`config.mk`:
```
export PLATFORM = sky130hd
export DESIGN_NAME = battery_power_supervisor
export DESIGN_NICKNAME = d
export VERILOG_FILES = /design/src/sv/bps_pkg.sv /design/src/sv/bps_cfg.sv /design/src/sv/bps_core.sv /design/src/sv/battery_power_supervisor.sv
export SDC_FILE = /design/constraint.sdc
export NUM_CORES = 1
export LEC_CHECK = 0
export ABC_AREA = 1
export BUFFER_PORTS_ARGS = -buffer_cell sky130_fd_sc_hd__buf_4
export CAP_MARGIN = 25
export CORE_UTILIZATION = 48
export CTS_CLUSTER_DIAMETER = 150
export CTS_CLUSTER_SIZE = 20
export DETAILED_ROUTE_END_ITERATION = 6
export GPL_ROUTABILITY_DRIVEN = 0
export GPL_TIMING_DRIVEN = 0
export PLACE_DENSITY = 0.76
export SETUP_SLACK_MARGIN = 0.4
export SYNTH_ARGS = -nofsm -noshare
export SYNTH_HDL_FRONTEND = slang
export SYNTH_SLANG_ARGS = --single-unit
export TNS_END_PERCENT = 30
```
`constraint.sdc`:
```
create_clock -name clk -period 3.35 [get_ports clk]
set_clock_uncertainty 0.15 [all_clocks]
set_input_delay 0.8375 -clock clk [delete_from_list [all_inputs] [get_ports clk]]
set_output_delay 0.8375 -clock clk [all_outputs]
set_load 0.03 [all_outputs]
```
`src/sv/bps_pkg.sv`:
```
// battery power supervisor package: item structs, config struct, codes and constants
// no dependencies; used by every module of the block
package bps_pkg;

  // one battery poll tick
  typedef struct packed {
    logic [15:0] batt_mv;
    logic [6:0]  soc_pct;
    logic [7:0]  pack_status;
    logic [7:0]  bms_key;
    logic        link_error;
    logic        check_power_on;
    logic        loco_check_power;
    logic [11:0] motor_fault_bits;
  } bps_in_t;

  // one result item
  typedef struct packed {
    logic [7:0] status_out;
    logic [7:0] key_out;
    logic       board_link_fault;
    logic       loco_off;
    logic [2:0] boards_off;
    logic       supply_enable;
    logic       charging;
    logic       low_battery;
  } bps_out_t;

  // configuration register values
  typedef struct packed {
    logic [15:0] low_volt_mv;
    logic [6:0]  low_soc_pct;
    logic [7:0]  charge_confirm_ticks;
    logic [7:0]  low_bat_ticks;
  } bps_cfg_t;

  // supervisor flags
  typedef struct packed {
    logic       charging;
    logic       low_bat;
    logic       loco_off;
    logic [2:0] boards_off;
    logic       terminate;
  } bps_flags_t;

  localparam int CFG_IDX_W = 8;
  localparam int CFG_DATA_W = 16;

  localparam logic [CFG_IDX_W-1:0] CFG_LOW_VOLT_MV   = 8'd0;
  localparam logic [CFG_IDX_W-1:0] CFG_LOW_SOC_PCT   = 8'd1;
  localparam logic [CFG_IDX_W-1:0] CFG_CHARGE_TICKS  = 8'd2;
  localparam logic [CFG_IDX_W-1:0] CFG_LOW_BAT_TICKS = 8'd3;

  localparam logic [15:0] RST_LOW_VOLT_MV   = 16'd18000;
  localparam logic [6:0]  RST_LOW_SOC_PCT   = 7'd15;
  localparam logic [7:0]  RST_CHARGE_TICKS  = 8'd10;
  localparam logic [7:0]  RST_LOW_BAT_TICKS = 8'd30;

  // sequence windows
  localparam int LOCO_OPEN   = 10;
  localparam int LOCO_CLOSE  = 40;
  localparam int BOARD_OPEN  = 20;
  localparam int BOARD_CLOSE = 80;

  localparam int STATUS_CHG_BIT = 0;
  localparam int KEY_BUTTON_BIT = 1;
  localparam logic [7:0] STATUS_LOW_MASK = 8'h02;
  localparam logic [7:0] KEY_SEQ_SET     = 8'h04;
  localparam logic [7:0] KEY_SEQ_CLR     = 8'hFB;
  localparam logic [2:0] BOARDS_ALL_OFF  = 3'd7;

  localparam int FAULT_W = 12;

endpackage

```
`src/sv/bps_cfg.sv`:
```
// battery power supervisor configuration registers
// depends on bps_pkg
module bps_cfg
  import bps_pkg::*;
(
  input  logic                  clk,
  input  logic                  rst_n,
  input  logic                  cfg_valid,
  output logic                  cfg_ready,
  input  logic [CFG_IDX_W-1:0]  cfg_index,
  input  logic [CFG_DATA_W-1:0] cfg_data,
  output bps_cfg_t              cfg
);

  bps_cfg_t cfg_r;
  bps_cfg_t cfg_nxt;

  assign cfg_ready = 1'b1;
  assign cfg = cfg_r;

  always_comb begin
    cfg_nxt = cfg_r;
    if (cfg_valid) begin
      unique case (cfg_index)
        CFG_LOW_VOLT_MV:   cfg_nxt.low_volt_mv = cfg_data;
        CFG_LOW_SOC_PCT:   cfg_nxt.low_soc_pct = cfg_data[6:0];
        CFG_CHARGE_TICKS:  cfg_nxt.charge_confirm_ticks = cfg_data[7:0];
        CFG_LOW_BAT_TICKS: cfg_nxt.low_bat_ticks = cfg_data[7:0];
        default:           cfg_nxt = cfg_r;  // unused index
      endcase
    end
  end

  always_ff @(posedge clk) begin
    if (!rst_n) begin
      cfg_r.low_volt_mv          <= RST_LOW_VOLT_MV;
      cfg_r.low_soc_pct          <= RST_LOW_SOC_PCT;
      cfg_r.charge_confirm_ticks <= RST_CHARGE_TICKS;
      cfg_r.low_bat_ticks        <= RST_LOW_BAT_TICKS;
    end else begin
      cfg_r <= cfg_nxt;
    end
  end

endmodule

```
`src/sv/bps_core.sv`:
```
// battery power supervisor core: debounce and sequencing state plus per-tick result logic
// depends on bps_pkg
module bps_core
  import bps_pkg::*;
#(
  parameter int MOTOR_COUNT = 12,
  parameter int COUNT_WIDTH = 8
)
(
  input  logic     clk,
  input  logic     rst_n,
  input  logic     step,
  input  bps_in_t  item,
  input  bps_cfg_t cfg,
  output bps_out_t result
);

  localparam int CMP_W = (COUNT_WIDTH > 8) ? COUNT_WIDTH : 8;
  localparam logic [COUNT_WIDTH-1:0] CNT_MAX = {COUNT_WIDTH{1'b1}};
  localparam int MC_CHK = (MOTOR_COUNT > FAULT_W) ? FAULT_W : MOTOR_COUNT;

  logic [COUNT_WIDTH-1:0] charge_run_r, charge_run_nxt;
  logic [COUNT_WIDTH-1:0] low_run_r, low_run_nxt;
  logic [COUNT_WIDTH-1:0] loco_cnt_r, loco_cnt_nxt;
  logic [COUNT_WIDTH-1:0] board_cnt_r, board_cnt_nxt;
  bps_flags_t             flags_r, flags_nxt;

  logic [CMP_W-1:0] charge_run_x, loco_x, board_x;
  logic [CMP_W-1:0] charge_cfg_x, low_cfg_x;
  logic [CMP_W-1:0] low_run_cur_x;
  logic             offline;
  logic             board_ready;
  logic             supply;
  logic [7:0]       status;
  logic [7:0]       key;

  function automatic logic [COUNT_WIDTH-1:0] sat_inc(input logic [COUNT_WIDTH-1:0] c);
    sat_inc = (c == CNT_MAX) ? c : c + COUNT_WIDTH'(1);
  endfunction

  // with more motors than the fault field holds, the block never reads as offline
  assign offline = (MOTOR_COUNT <= FAULT_W) && (&item.motor_fault_bits[MC_CHK-1:0]);

  assign charge_cfg_x  = CMP_W'(cfg.charge_confirm_ticks);
  assign low_cfg_x     = CMP_W'(cfg.low_bat_ticks);
  assign low_run_cur_x = CMP_W'(low_run_r);

  always_comb begin
    flags_nxt      = flags_r;
    charge_run_nxt = charge_run_r;
    low_run_nxt    = low_run_r;
    loco_cnt_nxt   = loco_cnt_r;
    board_cnt_nxt  = board_cnt_r;
    status         = item.pack_status;
    key            = item.bms_key;
    supply         = 1'b1;
    board_ready    = 1'b0;
    charge_run_x   = '0;
    loco_x         = '0;
    board_x        = '0;

    // charging debounce; a charge bit also clears low battery, which the low battery debounce may set again
    if (item.pack_status[STATUS_CHG_BIT]) begin
      flags_nxt.low_bat = 1'b0;
      charge_run_nxt = sat_inc(charge_run_r);
      charge_run_x = CMP_W'(charge_run_nxt);
      if (charge_run_x >= charge_cfg_x) begin
        flags_nxt.charging = 1'b1;
      end
    end else begin
      charge_run_nxt = '0;
      flags_nxt.charging = 1'b0;
    end

    // low battery debounce
    if (item.batt_mv <= cfg.low_volt_mv && item.soc_pct <= cfg.low_soc_pct) begin
      if (low_run_cur_x > low_cfg_x) begin
        flags_nxt.low_bat = 1'b1;
      end
      low_run_nxt = sat_inc(low_run_r);
    end else begin
      flags_nxt.low_bat = 1'b0;
      low_run_nxt = '0;
    end
    if (flags_nxt.low_bat) begin
      status = status | STATUS_LOW_MASK;
    end

    if (flags_nxt.charging) begin
      supply = 1'b0;
    end

    // locomotion power-down window
    if (item.check_power_on) begin
      if (!item.loco_check_power || CMP_W'(loco_cnt_r) < CMP_W'(LOCO_OPEN)) begin
        loco_cnt_nxt = sat_inc(loco_cnt_r);
      end
      loco_x = CMP_W'(loco_cnt_nxt);
      if (loco_x >= CMP_W'(LOCO_OPEN) && loco_x <= CMP_W'(LOCO_CLOSE)) begin
        if (item.loco_check_power) begin
          flags_nxt.loco_off = 1'b0;
        end
      end else if (loco_x > CMP_W'(LOCO_CLOSE)) begin
        flags_nxt.loco_off = 1'b1;
        key = key | KEY_SEQ_SET;
        flags_nxt.terminate = 1'b1;
      end
    end else begin
      loco_cnt_nxt = '0;
      key = key & KEY_SEQ_CLR;
      flags_nxt.loco_off = 1'b0;
      flags_nxt.boards_off = '0;
      flags_nxt.terminate = 1'b0;
    end

    // board power-down window
    if (item.check_power_on && item.loco_check_power && !flags_nxt.terminate) begin
      board_ready = offline && key[KEY_BUTTON_BIT];
      supply = 1'b0;
      if (!board_ready || CMP_W'(board_cnt_r) < CMP_W'(BOARD_OPEN)) begin
        board_cnt_nxt = sat_inc(board_cnt_r);
      end
      board_x = CMP_W'(board_cnt_nxt);
      if (board_x >= CMP_W'(BOARD_OPEN) && board_x <= CMP_W'(BOARD_CLOSE)) begin
        if (board_ready) begin
          flags_nxt.boards_off = '0;
          key = key | KEY_SEQ_SET;
        end
      end else if (board_x > CMP_W'(BOARD_CLOSE)) begin
        flags_nxt.boards_off = BOARDS_ALL_OFF;
        key = key | KEY_SEQ_SET;
      end
    end else begin
      board_cnt_nxt = '0;
    end
  end

  assign result.status_out       = status;
  assign result.key_out          = key;
  assign result.board_link_fault = item.link_error;
  assign result.loco_off         = flags_nxt.loco_off;
  assign result.boards_off       = flags_nxt.boards_off;
  assign result.supply_enable    = supply;
  assign result.charging         = flags_nxt.charging;
  assign result.low_battery      = flags_nxt.low_bat;

  always_ff @(posedge clk) begin
    if (!rst_n) begin
      charge_run_r <= '0;
      low_run_r    <= '0;
      loco_cnt_r   <= '0;
      board_cnt_r  <= '0;
      flags_r      <= '0;
    end else if (step) begin
      charge_run_r <= charge_run_nxt;
      low_run_r    <= low_run_nxt;
      loco_cnt_r   <= loco_cnt_nxt;
      board_cnt_r  <= board_cnt_nxt;
      flags_r      <= flags_nxt;
    end
  end

endmodule

```
`src/sv/battery_power_supervisor.sv`:
```
// battery power supervisor top level: input register, core logic, result register
// depends on bps_pkg, bps_cfg, bps_core
// an accepted item is held in the input register and moves on into the result register as soon
// as that register is free; out_data then shows its result until it is taken
// throughput: one item per cycle while out_ready holds; the input register and result register both advance together
// reset (rst_n low, synchronous): both pipeline stages empty, all counters and flags cleared,
// configuration registers back to their default thresholds
module battery_power_supervisor
  import bps_pkg::*;
#(
  parameter int MOTOR_COUNT = 12,
  parameter int COUNT_WIDTH = 8
)
(
  input  logic                  clk,
  input  logic                  rst_n,
  // input item channel
  input  logic                  in_valid,
  output logic                  in_ready,
  input  bps_in_t               in_data,
  // result item channel
  output logic                  out_valid,
  input  logic                  out_ready,
  output bps_out_t              out_data,
  // configuration writes
  input  logic                  cfg_valid,
  output logic                  cfg_ready,
  input  logic [CFG_IDX_W-1:0]  cfg_index,
  input  logic [CFG_DATA_W-1:0] cfg_data
);

  bps_cfg_t cfg;

  // input register stage
  logic     s1_valid_r, s1_valid_nxt;
  bps_in_t  s1_data_r;

  // result register stage
  logic     out_valid_r, out_valid_nxt;
  bps_out_t out_data_r;
  bps_out_t result;

  logic     in_fire;
  logic     advance;

  // item moves from the input register into the result register, updating state
  assign advance  = s1_valid_r && (!out_valid_r || out_ready);
  // take a new item whenever the input register is empty or draining this cycle
  assign in_ready = !s1_valid_r || advance;
  assign in_fire  = in_valid && in_ready;

  assign s1_valid_nxt  = in_fire || (s1_valid_r && !advance);
  assign out_valid_nxt = advance || (out_valid_r && !out_ready);

  assign out_valid = out_valid_r;
  assign out_data  = out_data_r;

  bps_cfg u_cfg (
    .clk       (clk),
    .rst_n     (rst_n),
    .cfg_valid (cfg_valid),
    .cfg_ready (cfg_ready),
    .cfg_index (cfg_index),
    .cfg_data  (cfg_data),
    .cfg       (cfg)
  );

  // debounce counters, sequence counters and flags live in the core
  bps_core #(
    .MOTOR_COUNT (MOTOR_COUNT),
    .COUNT_WIDTH (COUNT_WIDTH)
  ) u_core (
    .clk    (clk),
    .rst_n  (rst_n),
    .step   (advance),
    .item   (s1_data_r),
    .cfg    (cfg),
    .result (result)
  );

  // control state
  always_ff @(posedge clk) begin
    if (!rst_n) begin
      s1_valid_r  <= 1'b0;
      out_valid_r <= 1'b0;
    end else begin
      s1_valid_r  <= s1_valid_nxt;
      out_valid_r <= out_valid_nxt;
    end
  end

  // payload registers
  always_ff @(posedge clk) begin
    if (in_fire) begin
      s1_data_r <= in_data;
    end
    if (advance) begin
      out_data_r <= result;
    end
  end

endmodule

```
# After elaboration in Yosys (flattened, before gate mapping)
# Cells that the tools add are included.
# word_totals
reg_bits,158
latchBits,0
ramBits,0
rom_bits,0
in_bits,83
word_cells,123
n_memories,0
# classes
addsub,4
multipliers,0
div,0
order_cmp,12
eq_ne,8
shifts,0
mux,37
bitwise,0
reduce_logical,30
# ops
operator,n
$mux W8,12
$mux W3,12
$add A8 B1 Y8 const B,4
$eq A8 B8 Y1 const B,4
$eq A8 B2 Y1 const B,2
$le A16 B16 Y1,1
$mux W1,13
$reduce_and A12 Y1,1
$logic_and A1 B1 Y1,10
$reduce_and A2 Y1,5
$eq A8 B1 Y1 const B,1
$ge A8 B4 Y1 const B,1
$ge A8 B5 Y1 const B,1
$ge A8 B8 Y1,1
$gt A8 B6 Y1 const B,1
$gt A8 B7 Y1 const B,1
$gt A8 B8 Y1,1
$le A8 B6 Y1 const B,1
$le A8 B7 Y1 const B,1
$logic_not A8 Y1,1
$lt A8 B4 Y1 const B,1
$lt A8 B5 Y1 const B,1
$le A7 B7 Y1,1
$logic_not A1 Y1,7
2 further kinds,7

# Logic depth before layout (Yosys ltp)
# Gate-level depths: netlist of run 1.
# depth
ltp_word,17
ltp_mapped,19
ltp_nobuf,19

# Hierarchy
# A second synthesis of run 1 with hierarchy kept.
# hier_totals
hier_cells,945
hier_area_um2,8059.0
# by_module_without_submodules
module,instances,cells_per_inst,area_each_um2,seq_area_each_um2
bps_core,1,626,3937.5,780.7
battery_power_supervisor,1,91,2437.3,2382.3
bps_cfg,1,228,1684.1,780.7

# Worst setup path after synthesis of run 1
# No wires, ideal clock.
# synth_timing
path_type,input to register
start,input port out_ready
end,register s1_data_r[0] (netlist bit) (enable)
arrival_time_ns,2.297
setup_slack_ns,0.494
cell_stages,4
path_buffers,0
path_cell_list,inv_1 nand3_1 nand2_1 inv_1
# synth_via
elab_chain_cells,4
# synth_lines
item,line,rtl
"start, declared",battery_power_supervisor.sv:23,"input logic out_ready,"
$logic_or A1 B1 Y1,battery_power_supervisor.sv:47,assign advance = s1_valid_r && (!out_valid_r || out_ready);
$logic_and A1 B1 Y1,battery_power_supervisor.sv:47,
$logic_or A1 B1 Y1,battery_power_supervisor.sv:49,assign in_ready = !s1_valid_r || advance;
net in_ready,battery_power_supervisor.sv:19,"output logic in_ready,"
$logic_and A1 B1 Y1,battery_power_supervisor.sv:50,assign in_fire = in_valid && in_ready;
net in_fire,battery_power_supervisor.sv:43,logic in_fire;
"end signal, assigned",battery_power_supervisor.sv:95,s1_data_r <= in_data;
"end, declared",battery_power_supervisor.sv:36,bps_in_t s1_data_r;
# The timed path passes the listed nets, and every way through them passes these cells.
# A chain may end at the register's enable or synchronous reset.

# Worst setup path after layout of run 1
# layout_timing
start,register u_core.charge_run_r[0]
end,"register out_data_r, in the netlist out_data[2], data pin"
# layout_via
elab_chain_cells,6
# layout_lines
item,line,rtl
"start, declared",bps_core.sv:22,"logic [COUNT_WIDTH-1:0] charge_run_r, charge_run_nxt;"
"start signal, assigned",bps_core.sv:155,charge_run_r <= charge_run_nxt;
$add A8 B1 Y8 or $eq A8 B8 Y1 (tied branches),bps_core.sv:38,sat_inc = (c == CNT_MAX) ? c : c + COUNT_WIDTH'(1);
$mux W8 (*),bps_core.sv:38,
$ge A8 B8 Y1 (*),bps_core.sv:67,if (charge_run_x >= charge_cfg_x) begin
$mux W1 (*),bps_core.sv:67,
$mux W1 (*),bps_core.sv:63,if (item.pack_status[STATUS_CHG_BIT]) begin
$mux W1 (*),bps_core.sv:89,if (flags_nxt.charging) begin
"end signal, assigned",battery_power_supervisor.sv:98,out_data_r <= result;
"end, declared",battery_power_supervisor.sv:40,bps_out_t out_data_r;
# Mark *: on every way between the ends. The rest lies on a longest branch, timed or not.

==> flow_summary.ini, run 1 <==
[critical_path]
path_class = flip-flop to flip-flop
ff2ff_setup_slack_ns = 0.47
worst_ep_arrival_time_ns = 2.93
path_max_fanout = 5
crit_path_end_kind = flip-flop
timing.critical_path.required_ns = 3.39
startpoint_type = flip-flop

[placement]
placed_cells_incl_taps = 1195
placed_area_sq_um = 8730
port_buffers = 107
pre_cts_slack_ns = 0.116
hpwlAfterDp_um = 11900

[clock_network]
num_cts_buffers = 17
cts_max_level = 4
cts_root_buf = clkbuf_16
clkSinkCount = 158
clkSlewWorstSetupHoldPaths_ns = 0.07
cts_buffer_depth = 2
clock_latency_ns = 0.43
holdBufCountCts = 0
tritoncts = yes

[cells_and_area]
final_nets = 1133
post-route-cell-area_sq_um = 9450
final_core_utilization_pct = 61.5
instances_no_fill = 1231
n_antenna_cell = 0
layout_commonest_cell = nand2_1
area.growth.synth_to_final_pct = 23.6
drive_gt1_share_pct = 19.0
mostFrequentLayoutCells = nand2_1, buf_4, inv_1

[logic_synthesis]
nets_in_the_synthesized_netlist = 1002
yosysUniqueCellTypes = 43
asyncSetResetFlopFracSynth_pct = 0
synth_seq_cells = 158
synth_top_flop_cell = dfxtp_1
postSynthAreaPerCell_sq_um = 8.73
yosysSeqAreaShare_pct = 51.6
synth_edf_count = 78
post_synth_inst_count = 876
synth.yosys.warnings = 0
syn_area_sq_um = 7640

[power_and_ir_drop]
power_density_nw_per_um2 = 466
p_int_mw = 3.35
power_switching_mw = 1.05
seq_power_share_pct = 48.3
power.share.combinational_pct = 7.0
p_clk_share_pct = 44.7
p_total_mw = 4.40
switching_power_share_of_the_total_pct = 23.9
vdd_ir_max_mv = 0.409
cellLeakagePower_nw = 4.16

[sta]
setup_viol_count_final = 0
unrepaired_setup_endpoints_after_global_routing = yes
timing.final.ws_setup_ns = 0.468
slew_viol_final = 0
fin_tns_setup_ns = 0
finalCritPeriodShare_pct = 86.0
fmax_ghz = 0.347
slew_headroom_pct = 48.8
report.final.hold_viol_count = 0
fin_crit_ns = 2.88
tightest_slew_ns = 0.768
whs_ns = 0.267

[grt]
first_global_vias = 5881
grt-ovfl-total = 0
grt_max_degree = 34
grt_pass1_wl_um = 27400
track_usage_pct = 21.3
grt_antenna_before_repair = 0

[route]
detail_route.wirelength_um = 16700
met2_wirelength_um = 8150
avgRoutedWirePerCell_um = 13.6
detailedRoute.firstPassIterationCount = 5
drt-vias-per-instance = 5.09
post-route-drc-count = 0
top_layer_used = met4
met3RoutedLength_um = 811
ant_nets = 0
drtIter0Drc = 406
via_count = 6263
wl_met1_um = 7440

[flow_run]
max-cap-violations = 0

[floorplan]
placeableCoreArea_sq_um = 15400
chip_height_um = 128
number_of_placement_rows = 45
die-width_um = 128
initial_utilization_pct = 49.7
design.portCount = 110
die_area_sq_um = 16400

[outcome]
status = finished clean

[hold_path]
hold_path.class = flip-flop to flip-flop
==> routing by layer <==
metal,global-route usage [%],up-vias
met5,0,-
met4,6.71,0
met3,5.13,31
met2,35.4,175
met1,27.4,2867
li1,-,3190
==> cell families (layout without fill, tap and decap cells) <==
family / Yosys count / count (layout) / share of synthesized area (%)
AND/OR/NAND/NOR: 372 / 372 / 21.8
flip-flops: 158 / 158 / 51.6
AO/OA/AOI/OAI: 157 / 157 / 11.4
buffers and inverters: 132 / 276 / 6.61
adder cells (fa/ha/maj): 43 / 43 / 7.04
XOR/XNOR: 12 / 12 / 1.38
other: 1 / 1 / 0.0491
multiplexers: 1 / 1 / 0.147
==> power by group through the flow <==
stage	sequential, mW	combinational [mW]	clock [mW]
after floorplan	2.19	0.126	0
after global placement	2.17	0.291	0
after detailed placement	2.17	0.300	0
after CTS	2.13	0.303	2.00
after global routing	2.13	0.338	2.09
final	2.13	0.307	1.97
==> worst max-delay path: stages, from the launching register on <==
cell      delay (ns)
dfxtp_4         0.37
ha_4            0.14
nand2_4         0.06
nor4_4          0.25
nand2_2         0.15
mux2_4          0.35
ha_4            0.26
o21ai_2         0.04
a21boi_1        0.13
o21ai_1         0.08
nand2_1         0.06
a21oi_1         0.05
o21bai_1        0.14
nand3_1         0.10
nand3_2         0.11
nand2_4         0.08
nand2_4         0.09
inv_2           0.03
==> Yosys cell counts (2+ instances only) <==
master / count / area share, %
inv_1: 107 / 5.3
ha_1: 43 / 7.0
buf_4: 2 / 0.20
edfxtp_1: 78 / 31
nand3_1: 44 / 2.9
o21ai_0: 46 / 3.0
xor2_1: 7 / 0.80
or2_2: 3 / 0.25
clkbuf_1: 17 / 0.83
nand2_1: 225 / 11
o21bai_1: 2 / 0.20
dfxtp_1: 80 / 21
nand3b_1: 3 / 0.29
nand3_2: 2 / 0.26
nor2_2: 4 / 0.33
nor3_1: 7 / 0.46
a21boi_0: 2 / 0.20
xnor2_1: 5 / 0.57
buf_2: 2 / 0.13
nor2_4: 6 / 0.88
nand4_1: 12 / 0.98
nor4_1: 2 / 0.16
o211ai_1: 18 / 1.8
a21oi_1: 83 / 5.4
nor3b_1: 3 / 0.29
nand2_2: 7 / 0.57
inv_2: 3 / 0.15
nor2_1: 47 / 2.3
o21a_1: 2 / 0.20
==> registers in the layout, summed over array words and instances (netlist names), 7 cells and up <==
| signal | flops |
|---|---|
| u_core.low_run_cur_x | 8 |
| u_core.board_cnt_r | 8 |
| u_core.flags_r | 7 |
| out_data | 24 |
| s1_data_r | 54 |
| u_core.charge_run_r | 8 |
| u_core.loco_cnt_r | 8 |
| u_cfg.cfg | 39 |
==> final timing paths <==
path | startpoint | to | cells past startpoint
max reg2reg | u_core.charge_run_r[0] | out_data[2] | 17
min reg2reg | s1_data_r[29] | out_data[22] | 0
min | s1_data_r[29] | out_data[22] | 0
max | u_core.charge_run_r[0] | out_data[2] | 17
==> area by class of cell <==
type	instances	area [sq um]
fill	1307	5920
multi-input combinational	586	3280
inverter	111	417
clock buffer	17	425
timing repair buffer	112	853
clock inverter	15	171
tap	211	264
buffer	21	88.8
sequential	158	3950
==> repair_timing <==
| item | 4_1_cts | 5_1_grt |
|---|---|---|
| cloned | 0 | 0 |
| buffers inserted | 2 | 2 |
| endpoints found under the hold margin | 0 | 0 |
| pin swaps | 2 | 12 |
| endpoints found under the setup margin | 3 | 9 |
| resized for setup | 4 | 20 |
No activity file was read; power rests on OpenSTA's default activity.
==> run 2, diff against run 1 <==
Settings changed: CORE_UTILIZATION 48 to 35, PLACE_DENSITY 0.76 to 0.6.
==> run 2 against run 1 <==
  * Clock-buffer cell count up 2
  * Critical path type unchanged
  * Combinational power about the same
  * Final cell count up 5.3%
  * Via count decreased by 2.6%
  * Cell area grew 0.94%
  * Wire length up 1.9%
  * Core utilization fell by 17 points
  * Clock power down 3%
  * Maximum frequency up 3.1%
  * Sequential share of layout area decreased by 0.40 points
==> flow_summary.ini, run 2 (synthesis gave the netlist of run 1 again) <==
[floorplan]
number_of_placement_rows = 53
placeableCoreArea_sq_um = 21200
die_area_sq_um = 22400
design.portCount = 110
die-width_um = 150
chip_height_um = 150
initial_utilization_pct = 36.0

[critical_path]
worst_ep_arrival_time_ns = 2.83
critical_path.reg2reg.endpoint = out_data[2]
ff2ff_setup_slack_ns = 0.55
setup.worst_path.start = u_core.charge_run_r[0]
path_max_fanout = 5
startpoint_type = flip-flop
worstReg2RegStart = u_core.charge_run_r[0]
timing.critical_path.required_ns = 3.39
r2r.worst_path.cells = 17
path_class = flip-flop to flip-flop
critical_path_capture_point = out_data[2]
crit_path_end_kind = flip-flop

[power_and_ir_drop]
p_total_mw = 4.36
power_density_nw_per_um2 = 457
p_clk_share_pct = 44.1
vdd_ir_max_mv = 0.318
cellLeakagePower_nw = 4.16
seq_power_share_pct = 48.8
p_int_mw = 3.35
power.share.combinational_pct = 7.0
power_switching_mw = 1.01
switching_power_share_of_the_total_pct = 23.2

[placement]
placed_cells_incl_taps = 1259
placed_area_sq_um = 8810
hpwlAfterDp_um = 12600
pre_cts_slack_ns = -0.000160
port_buffers = 107

[cells_and_area]
drive_gt1_share_pct = 19.7
mostFrequentLayoutCells = nand2_1, buf_4, inv_1
layout_commonest_cell = nand2_1
final_nets = 1134
instances_no_fill = 1296
n_antenna_cell = 0
post-route-cell-area_sq_um = 9540
largest-register = s1_data_r
largest_register_ff_count = 54
area.growth.synth_to_final_pct = 24.8

[clock_network]
clock_latency_ns = 0.42
num_cts_buffers = 17
clkSlewWorstSetupHoldPaths_ns = 0.06
cts_root_buf = clkbuf_16
cts_max_level = 4
clkSinkCount = 158
tritoncts = yes
cts_buffer_depth = 2
holdBufCountCts = 0

[grt]
track_usage_pct = 15.9
grt-ovfl-total = 0
grt_antenna_before_repair = 0
grt_max_degree = 34
first_global_vias = 5763
grt_pass1_wl_um = 27800

[hold_path]
worstHoldStart = s1_data_r[19]
hold_path.class = flip-flop to flip-flop
hold_path_stages = 0

[route]
drtIter0Drc = 280
detailedRoute.firstPassIterationCount = 5
avgRoutedWirePerCell_um = 13.1
drt-vias-per-instance = 4.71
post-route-drc-count = 0
detail_route.wirelength_um = 17000
ant_nets = 0
via_count = 6100

[sta]
tightest_slew_ns = 0.608
unrepaired_setup_endpoints_after_global_routing = yes
fmax_ghz = 0.358
finalCritPeriodShare_pct = 83.5
timing.final.ws_setup_ns = 0.554
slew_headroom_pct = 59.5
report.final.hold_viol_count = 0
slew_viol_final = 0
setup_viol_count_final = 0
fin_crit_ns = 2.80

[flow_run]
max-cap-violations = 0

[outcome]
status = finished clean
run 2: cell types whose count changed in the layout (fill, tap and decap cells not counted), sizes merged:
cell	delta
clkbuf	+3
inv	-4
clkinv	+2
run 2: repair_timing:
| item | 4_1_cts | 5_1_grt |
|---|---|---|
| resized for setup | 18 | 11 |
| pin swaps | 7 | 11 |
| buffers inserted | 4 | 1 |
| setup endpoints to repair | 3 | 35 |
run 2: cell type report:
class,count,area [sq um]
Timing Repair Buffer,113,861
Multi-Input combinational cell,586,3280
Inverter,111,417
Buffer,21,91.3
Tap cell,275,344
Fill cell,2086,11700
Clock inverter,13,155
Clock buffer,19,433
Sequential cell,158,3950
run 2: power groups by stage:
| stage | Sequential (mW) | Clock, mW | Combinational [mW] |
|---|---|---|---|
| after floorplan | 2.19 | 0 | 0.126 |
| after global placement | 2.17 | 0 | 0.298 |
| after detailed placement | 2.17 | 0 | 0.305 |
| after CTS | 2.13 | 1.97 | 0.310 |
| after global routing | 2.13 | 2.05 | 0.342 |
| final | 2.13 | 1.92 | 0.307 |
run 2: critical path, stage by stage, from the launching register on:
cell,delay (ns)
dfxtp_2,0.36
ha_4,0.16
nand2_4,0.06
nor4_4,0.16
nand2_2,0.16
mux2_4,0.35
ha_4,0.26
o21ai_2,0.04
a21boi_1,0.12
o21ai_1,0.08
nand2_1,0.08
a21oi_2,0.06
o21bai_1,0.14
nand3_1,0.11
nand3_2,0.10
nand2_4,0.07
nand2_2,0.07
inv_2,0.03
run 2: stage by stage:
step | utilization [%] | hold slack, ns | TNS [ns]
3_5_place_dp | 41.5 | 0.255 | -0.000160
6_report | 44.9 | 0.268 | 0
3_3_place_gp | 41.4 | 0.251 | -4.03
5_1_grt | 44.9 | 0.280 | 0
4_1_cts | 44.8 | 0.270 | 0
2_1_floorplan | - | 0.250 | 0
run 2: worst min path at each step:
stage | endpoint | slack (ns)
floorplan | out_data[11] | 0.25
global placement | out_data[20] | 0.25
detailed placement | out_data[11] | 0.25
CTS | out_data[12] | 0.27
global route | out_data[13] | 0.28
finish | out_data[12] | 0.27
run 2: routing by layer:
metal	routed length, um	global-route usage (%)
met1	7920	20.4
met2	8010	26.3
met3	751	3.51
met4	326	5.76
met5	0	0
